$ cat config.mk
export PLATFORM = sky130hd
export DESIGN_NAME = bounded_multiset_store
export DESIGN_NICKNAME = d
export VERILOG_FILES = /design/src/hw/rtl/bms_pkg.sv /design/src/hw/rtl/bms_entry_ram.sv /design/src/hw/rtl/bounded_multiset_store.sv
export SDC_FILE = /design/constraint.sdc
export NUM_CORES = 1
export LEC_CHECK = 0
export ABC_AREA = 1
export BUFFER_PORTS_ARGS = -buffer_cell sky130_fd_sc_hd__buf_2
export CORE_ASPECT_RATIO = 0.75
export CORE_MARGIN = 1.5
export CORE_UTILIZATION = 50
export CTS_BUF_LIST = sky130_fd_sc_hd__clkbuf_2
export DETAILED_ROUTE_END_ITERATION = 6
export MAX_ROUTING_LAYER = met4
export PLACE_DENSITY = 0.76
export SLEW_MARGIN = 30
export SYNTH_ARGS = -nofsm -noshare
export SYNTH_HDL_FRONTEND = slang
export SYNTH_SLANG_ARGS = --single-unit
$ cat constraint.sdc
create_clock -name clock -period 3.4 [get_ports clock]
set_input_delay 0.68 -clock clock [delete_from_list [all_inputs] [get_ports clock]]
set_output_delay 0.68 -clock clock [all_outputs]
set_load 0.03 [all_outputs]
$ cat src/hw/rtl/bms_pkg.sv
// shared types and constants of the bounded multiset store
package bms_pkg;

   localparam int CAPACITY    = 16;
   localparam int VALUE_WIDTH = 32;
   localparam int IDX_W       = (CAPACITY > 1) ? $clog2(CAPACITY) : 1;
   localparam int CNT_W       = $clog2(CAPACITY + 1);
   localparam int OP_W        = 3;
   localparam int FIELD_CNT_W = 5;
   localparam int FIELD_VAL_W = 32;

   localparam logic [OP_W-1:0] OP_ADD    = 3'd0;
   localparam logic [OP_W-1:0] OP_REMOVE = 3'd1;
   localparam logic [OP_W-1:0] OP_QUERY  = 3'd2;
   localparam logic [OP_W-1:0] OP_CLEAR  = 3'd3;
   localparam logic [OP_W-1:0] OP_DUMP   = 3'd4;

   typedef struct packed {
      logic [OP_W-1:0]        req_type;
      logic [FIELD_VAL_W-1:0] value;
   } bms_req_item_type;

   typedef struct packed {
      logic                   ok;
      logic [FIELD_CNT_W-1:0] frequency;
      logic [FIELD_CNT_W-1:0] item_count;
      logic                   is_empty;
      logic [FIELD_VAL_W-1:0] entry_value;
      logic                   entry_valid;
      logic                   last;
   } bms_rsp_item_type;

   typedef struct packed {
      logic                   en;
      logic [IDX_W-1:0]       addr;
      logic [VALUE_WIDTH-1:0] data;
   } bms_wr_port_type;

   typedef enum logic [2:0] {
      ST_IDLE,
      ST_SCAN,
      ST_MOVE_RD,
      ST_MOVE_WR,
      ST_DONE
   } bms_state_type;

endpackage

$ cat src/hw/rtl/bms_entry_ram.sv
// entry memory with one write port and one registered read port
module bms_entry_ram (
   input  logic                           clock,
   input  bms_pkg::bms_wr_port_type       wr,
   input  logic                           rd_en,
   input  logic [bms_pkg::IDX_W-1:0]      rd_addr,
   output logic [bms_pkg::VALUE_WIDTH-1:0] rd_data
);
   import bms_pkg::*;

   logic [VALUE_WIDTH-1:0] entry_mem [CAPACITY];
   logic [VALUE_WIDTH-1:0] rd_data_ff;

   always_ff @(posedge clock) begin
      if (wr.en) begin
         entry_mem[wr.addr] <= wr.data;
      end
   end

   always_ff @(posedge clock) begin
      if (rd_en) begin
         rd_data_ff <= entry_mem[rd_addr];
      end
   end

   assign rd_data = rd_data_ff;

endmodule

$ cat src/hw/rtl/bounded_multiset_store.sv
// top level of the bounded multiset store
// The store holds up to 16 values of 32 bits in one memory, with one write
// port and one registered read port, plus a live count, and works on one
// item at a time. Add, clear and unknown codes, and every code on an empty
// bag, go from acceptance to the done step, which places the result once the
// output register is free. On a non-empty bag, query, remove and dump read
// the live entries one per cycle through the single read port: a query or a
// missed remove reads them all, a remove that hits stops at the first match
// and then moves the last entry into the hole, and a dump delivers one result
// per cycle while the result side keeps up. A new item is taken once the
// previous one has placed its final result in the output register.
module bounded_multiset_store (
   input  logic                      clock,
   input  logic                      reset,
   input  logic                      req_valid,
   output logic                      req_ready,
   input  bms_pkg::bms_req_item_type req_item,
   output logic                      rsp_valid,
   input  logic                      rsp_ready,
   output bms_pkg::bms_rsp_item_type rsp_item
);
   import bms_pkg::*;

   bms_state_type          state_ff, state_in;
   logic [OP_W-1:0]        op_ff, op_in;
   logic [VALUE_WIDTH-1:0] value_ff, value_in;
   logic [CNT_W-1:0]       count_ff, count_in;
   logic [CNT_W-1:0]       issue_idx_ff, issue_idx_in;
   logic [CNT_W-1:0]       chk_idx_ff, chk_idx_in;
   logic                   chk_valid_ff, chk_valid_in;
   logic [CNT_W-1:0]       freq_ff, freq_in;
   logic                   found_ff, found_in;
   logic [IDX_W-1:0]       hit_idx_ff, hit_idx_in;
   logic                   rsp_valid_ff, rsp_valid_in;
   bms_rsp_item_type       rsp_item_ff, rsp_item_in;

   bms_wr_port_type        wr;
   logic                   rd_en;
   logic [IDX_W-1:0]       rd_addr;
   logic [VALUE_WIDTH-1:0] rd_data;

   logic                   slot_free;
   logic                   emit;
   bms_rsp_item_type       emit_item;
   logic [CNT_W-1:0]       last_idx;
   logic                   chk_last;
   logic                   match;
   logic                   is_dump;
   logic                   is_remove;
   logic                   scan_stall;
   logic                   scan_end;
   logic                   scan_op;

   bms_entry_ram u_entry_ram (
      .clock   (clock),
      .wr      (wr),
      .rd_en   (rd_en),
      .rd_addr (rd_addr),
      .rd_data (rd_data)
   );

   assign slot_free  = !rsp_valid_ff || rsp_ready;
   assign last_idx   = count_ff - CNT_W'(1);
   assign chk_last   = (chk_idx_ff == last_idx);
   assign match      = (rd_data == value_ff);
   assign is_dump    = (op_ff == OP_DUMP);
   assign is_remove  = (op_ff == OP_REMOVE);
   assign scan_stall = is_dump && chk_valid_ff && !slot_free;
   assign scan_end   = chk_valid_ff && !scan_stall && (chk_last || (is_remove && match));
   assign scan_op    = (req_item.req_type == OP_REMOVE) || (req_item.req_type == OP_QUERY) ||
                       (req_item.req_type == OP_DUMP);

   // next state
   always_comb begin
      state_in = state_ff;
      case (state_ff)
         ST_IDLE: begin
            if (req_valid) begin
               state_in = (scan_op && (count_ff != '0)) ? ST_SCAN : ST_DONE;
            end
         end
         ST_SCAN: begin
            if (scan_end) begin
               if (is_remove && match) begin
                  state_in = ST_MOVE_RD;
               end else if (is_dump) begin
                  state_in = ST_IDLE;
               end else begin
                  state_in = ST_DONE;
               end
            end
         end
         ST_MOVE_RD: state_in = ST_MOVE_WR;
         ST_MOVE_WR: state_in = ST_DONE;
         ST_DONE: begin
            if (slot_free) begin
               state_in = ST_IDLE;
            end
         end
         default: state_in = ST_IDLE;
      endcase
   end

   // datapath and outputs
   always_comb begin
      op_in        = op_ff;
      value_in     = value_ff;
      count_in     = count_ff;
      issue_idx_in = issue_idx_ff;
      chk_idx_in   = chk_idx_ff;
      chk_valid_in = chk_valid_ff;
      freq_in      = freq_ff;
      found_in     = found_ff;
      hit_idx_in   = hit_idx_ff;
      req_ready    = 1'b0;
      rd_en        = 1'b0;
      rd_addr      = issue_idx_ff[IDX_W-1:0];
      wr.en        = 1'b0;
      wr.addr      = count_ff[IDX_W-1:0];
      wr.data      = value_ff;
      emit         = 1'b0;
      emit_item    = '0;
      case (state_ff)
         ST_IDLE: begin
            req_ready = 1'b1;
            if (req_valid) begin
               op_in        = req_item.req_type;
               value_in     = req_item.value[VALUE_WIDTH-1:0];
               issue_idx_in = '0;
               chk_valid_in = 1'b0;
               freq_in      = '0;
               found_in     = 1'b0;
            end
         end
         ST_SCAN: begin
            if (!scan_stall) begin
               rd_en        = (issue_idx_ff < count_ff) && !scan_end;
               chk_valid_in = rd_en;
               chk_idx_in   = issue_idx_ff;
               if (rd_en) begin
                  issue_idx_in = issue_idx_ff + CNT_W'(1);
               end
               if (chk_valid_ff) begin
                  if (match) begin
                     freq_in = freq_ff + CNT_W'(1);
                  end
                  if (is_remove && match) begin
                     found_in   = 1'b1;
                     hit_idx_in = chk_idx_ff[IDX_W-1:0];
                  end
                  if (is_dump) begin
                     emit                  = 1'b1;
                     emit_item.item_count  = FIELD_CNT_W'(count_ff);
                     emit_item.entry_value = FIELD_VAL_W'(rd_data);
                     emit_item.entry_valid = 1'b1;
                     emit_item.last        = chk_last;
                  end
               end
            end
         end
         ST_MOVE_RD: begin
            rd_en   = 1'b1;
            rd_addr = last_idx[IDX_W-1:0];
         end
         ST_MOVE_WR: begin
            wr.en    = 1'b1;
            wr.addr  = hit_idx_ff;
            wr.data  = rd_data;
            count_in = last_idx;
         end
         ST_DONE: begin
            if (slot_free) begin
               emit = 1'b1;
               case (op_ff)
                  OP_ADD: begin
                     if (count_ff < CNT_W'(CAPACITY)) begin
                        wr.en        = 1'b1;
                        count_in     = count_ff + CNT_W'(1);
                        emit_item.ok = 1'b1;
                     end
                  end
                  OP_REMOVE: emit_item.ok = found_ff;
                  OP_QUERY: begin
                     emit_item.ok        = (freq_ff != '0);
                     emit_item.frequency = FIELD_CNT_W'(freq_ff);
                  end
                  OP_CLEAR: count_in = '0;
                  default: emit_item.ok = 1'b0;
               endcase
               emit_item.item_count = FIELD_CNT_W'(count_in);
               emit_item.last       = 1'b1;
            end
         end
         default: begin
            emit = 1'b0;
         end
      endcase
      emit_item.is_empty = (emit_item.item_count == '0);
   end

   always_comb begin
      rsp_valid_in = rsp_valid_ff;
      rsp_item_in  = rsp_item_ff;
      if (emit) begin
         rsp_valid_in = 1'b1;
         rsp_item_in  = emit_item;
      end else if (rsp_ready) begin
         rsp_valid_in = 1'b0;
      end
   end

   always_ff @(posedge clock) begin
      if (reset) begin
         state_ff     <= ST_IDLE;
         count_ff     <= '0;
         chk_valid_ff <= 1'b0;
         rsp_valid_ff <= 1'b0;
      end else begin
         state_ff     <= state_in;
         count_ff     <= count_in;
         chk_valid_ff <= chk_valid_in;
         rsp_valid_ff <= rsp_valid_in;
      end
   end

   always_ff @(posedge clock) begin
      op_ff        <= op_in;
      value_ff     <= value_in;
      issue_idx_ff <= issue_idx_in;
      chk_idx_ff   <= chk_idx_in;
      freq_ff      <= freq_in;
      found_ff     <= found_in;
      hit_idx_ff   <= hit_idx_in;
      rsp_item_ff  <= rsp_item_in;
   end

   assign rsp_valid = rsp_valid_ff;
   assign rsp_item  = rsp_item_ff;

`ifndef SYNTHESIS
   a_count_bound: assert property (@(posedge clock) disable iff (reset)
      count_ff <= CNT_W'(CAPACITY))
      else $error("live count above capacity");

   a_emit_slot: assert property (@(posedge clock) disable iff (reset)
      emit |-> slot_free)
      else $error("result overwrites an undelivered item");

   a_no_rw_clash: assert property (@(posedge clock) disable iff (reset)
      !(wr.en && rd_en && (wr.addr == rd_addr)))
      else $error("read and write of the same entry in one cycle");

   a_count_change: assert property (@(posedge clock) disable iff (reset)
      (!$past(reset) && (count_ff != $past(count_ff))) |->
      ($past(state_ff == ST_DONE) || $past(state_ff == ST_MOVE_WR)))
      else $error("live count changed outside an update step");
`endif

endmodule

==> out/summary.txt <==
Post-CTS setup buffers = 0
Drc violations = 0
Reg power frac = 44.8%
Largest net degree at the start of global routing = 234
Layout cells sized above 1 = 18.67%
Placed instance area = 0.02793 mm²
Initial DRC count = 2395
GP Congestion = 0.8858
Fillers = 4119
Die W = 267.7 µm
Hold_buf cts = 39
CP bufs+invs = 3
Via Count = 17750
Number of placement rows = 72
Setup repair after global routing missed its margin = no
Vias/cell = 5.808
Fin crit period = 3.158 ns
WP data required = 4.26 ns
Routed WL = 65640 µm
Post-synth EDFFs = 645
Psw = 8959 µW
Register bit total from synthesis = 655
Global-route wire length before repair = 100600 µm
CP max FO = 47
Logic pwr share = 33.5%
CTS buffer count = 151
Slew @ Worst Pin = 0.8708 ns
Register area share after synthesis = 74.49%
Fin. Hold Viols = 0
Min-delay worst type = input port to flip-flop
H-tree level count = 4
Slew headroom = 41.95%
Cell mode on critical path = nand2_1
Final ANT Viol Nets = 0
Vias in the first global route = 17220
Top_reg_cell synth = edfxtp_1
Share of the synthesized area in the top cell type = 73.72%
MaxCap Viol Count = 0
Slowest library cell on the worst path = clkinv_2
Yosys warning total = 0
Clk buf depth = 3
Synth-to-Final Area Change = 13.13%
Number of slew-limit violations in the final report = 0
1st-pass router iterations = 6
Top Ports = 87
Initial Util = 50.81%
P_int = 14190 µW
CP Launch Type = flip-flop
Die Y = 201.5 µm
Sw Ratio = 38.70%
Post-route cell area = 0.02972 mm²
Clock-pin slew on the worst setup and hold paths = 0.11 ns
R2R setup slack = 0.24 ns
CP arrival = 4.02 ns
PortBufs = 86
Setup WS post-layout = 0.2424 ns
Ys async rst share = 0%
CTS tree = built
Skew-Pair Late Insertion Delay = 1.21 ns
Mapped Cells = 2001
Synthesized area per cell = 13.13 µm²
Status = finished clean
Crit Path Class = flip-flop to flip-flop
# setup viols final = 0
Initial antenna violation count = 2
Worst Clk Skew = 0.1118 ns
Max Fclk = 316.7 MHz
Worst-path cell chain = inv_2, ha_1, xor2_1, nand2_1, o21ai_2, clkinv_2, buf_12, o211ai_1, nand2_1
Crit path max-delay family = buffers and inverters
Cell Area, Synth = 0.02627 mm²
Area contributors post-synth = edfxtp_1, nor2_1, o21ai_0
Synth area leader = edfxtp_1
Synth cell types = 40
Tcrit/Tclk final = 92.87%
Post-route setup TNS = 0 ns
Pleak = 0.01047 µW
Pwr Density = 778.9 mW/mm²
Crit-path max cell delay = 0.65 ns
CTS root buf = clkbuf_2
Peak supply drop = 0.0006046 V
Setup crit end kind = flip-flop
Syn Nets = 2050
Setup WS pre-CTS = 0.3985 ns
Final nets = 2288
GRT Util Overall = 25.59%
Total gr overflow = 0
Post-CTS Resized = 0
Clock power frac = 21.7%
Final HPWL DP = 36450 µm
Die area = 0.05394 mm²
Num Clock Sinks = 655
Average wire per cell in the routed design = 21.48 µm
Core area = 0.05171 mm²
==> final timing paths <==
check                                    from  cells past startpoint                      end
worst max register to register    count_ff[0]                      9  u_entry_ram.rd_data[25]
worst min register to register  chk_idx_ff[2]                      0            hit_idx_ff[2]
worst max-delay path              count_ff[0]                      9  u_entry_ram.rd_data[25]
worst min-delay path             req_item[26]                      2             value_ff[26]
==> routing by layer <==
layer | up-vias | track usage, % | share of wire, %
met4 | 0 | 8.212 | 2.3
met5 | - | - | 0
li1 | 7942 | - | -
met2 | 1131 | 36.41 | 45
met1 | 8550 | 36.16 | 41
met3 | 126 | 6.511 | 12
==> cell usage in the layout (no fill, tap or decap), types with 2 or more instances in the layout <==
| cell | n |
|---|---|
| a21oi_1 | 16 |
| a31oi_1 | 3 |
| buf_12 | 15 |
| buf_2 | 86 |
| buf_4 | 61 |
| bufinv_16 | 3 |
| clkbuf_2 | 223 |
| clkinv_1 | 24 |
| clkinv_2 | 3 |
| clkinvlp_4 | 2 |
| dfxtp_1 | 10 |
| diode_2 | 7 |
| dlygate4sd3_1 | 39 |
| edfxtp_1 | 645 |
| ha_1 | 10 |
| inv_1 | 85 |
| inv_2 | 11 |
| inv_6 | 2 |
| nand2_1 | 176 |
| nand2_2 | 4 |
| nand3_1 | 40 |
| nand3_2 | 2 |
| nor2_1 | 328 |
| nor2_4 | 17 |
| nor3_1 | 6 |
| o211ai_1 | 44 |
| o21a_1 | 2 |
| o21ai_0 | 207 |
| o21ai_1 | 106 |
| o21ai_4 | 3 |
| o221ai_1 | 86 |
| o22ai_1 | 44 |
| xnor2_1 | 21 |
| xor2_1 | 9 |
==> final cells by class <==
| type | instances | area (µm²) | area share, % |
|---|---|---|---|
| sequential | 655 | 19570 | 65.84 |
| multi-input combinational | 1135 | 5934 | 19.97 |
| timing repair buffer | 202 | 1607 | 5.406 |
| clock buffer | 223 | 1116 | 3.755 |
| tap | 703 | 879.6 | 2.960 |
| inverter | 94 | 359.1 | 1.208 |
| clock inverter | 37 | 237.7 | 0.7999 |
| antenna | 7 | 17.52 | 0.05894 |
==> per-stage QoR <==
stage / power, µW / cells / hold WS [ns] / util (%)
2_1_floorplan: 15650 / 2001 / 0.4473 / -
3_3_place_gp: 17820 / 2749 / 0.4836 / 54.01
3_5_place_dp: 18110 / 2749 / 0.4833 / 54.01
4_1_cts: 23100 / 3048 / 0.1053 / 57.38
5_1_grt: 24430 / 3056 / 0.08127 / 57.47
6_report: 23150 / 3056 / 0.1886 / 57.47
==> logic make-up (layout without fill, tap and decap cells) <==
kind of cell             count (synthesis)  count (layout)  share of synthesized area [%]
AO/OA/AOI/OAI                          515             515                          11.81
XOR/XNOR                                31              31                          1.062
adder cells (fa/ha/maj)                 10              10                         0.4763
buffers and inverters                  211             556                          3.529
flip-flops                             655             655                          74.49
other                                    0               7                              0
AND/OR/NAND/NOR                        579             579                          8.639
==> power by group through the flow <==
stage	logic [µW]	registers, µW	clock network (µW)
final	7750	10400	5020
after global routing	8450	10400	5540
after CTS	7630	10400	5100
after detailed placement	7560	10500	0
after global placement	7290	10500	0
after floorplan	4840	10800	0
==> synthesized netlist by cell type, types with 2 or more instances <==
library cell,instances
edfxtp_1,645
nor2_1,345
o21ai_0,207
nand2_1,179
o21ai_1,107
inv_1,86
o221ai_1,86
buf_2,83
o211ai_1,44
o22ai_1,44
nand3_1,41
clkbuf_1,23
xnor2_1,21
a21oi_1,16
dfxtp_1,10
ha_1,10
xor2_1,9
buf_4,6
inv_2,6
nor3_1,6
a31oi_1,3
buf_1,3
clkinv_1,2
o21a_1,2
o21ai_2,2
==> sequential cells by signal, indices dropped and copies added, names as in the netlist, 3 cells and up <==
| signal | flops |
|---|---|
| op_ff | 3 |
| issue_idx_ff | 5 |
| count_ff | 5 |
| hit_idx_ff | 4 |
| value_ff | 32 |
| u_entry_ram.entry_mem | 512 |
| freq_ff | 5 |
| rsp_item | 46 |
| u_entry_ram.rd_data | 32 |
| chk_idx_ff | 5 |
| state_ff | 3 |
Note: power is estimated with default switching activity, not from simulation.
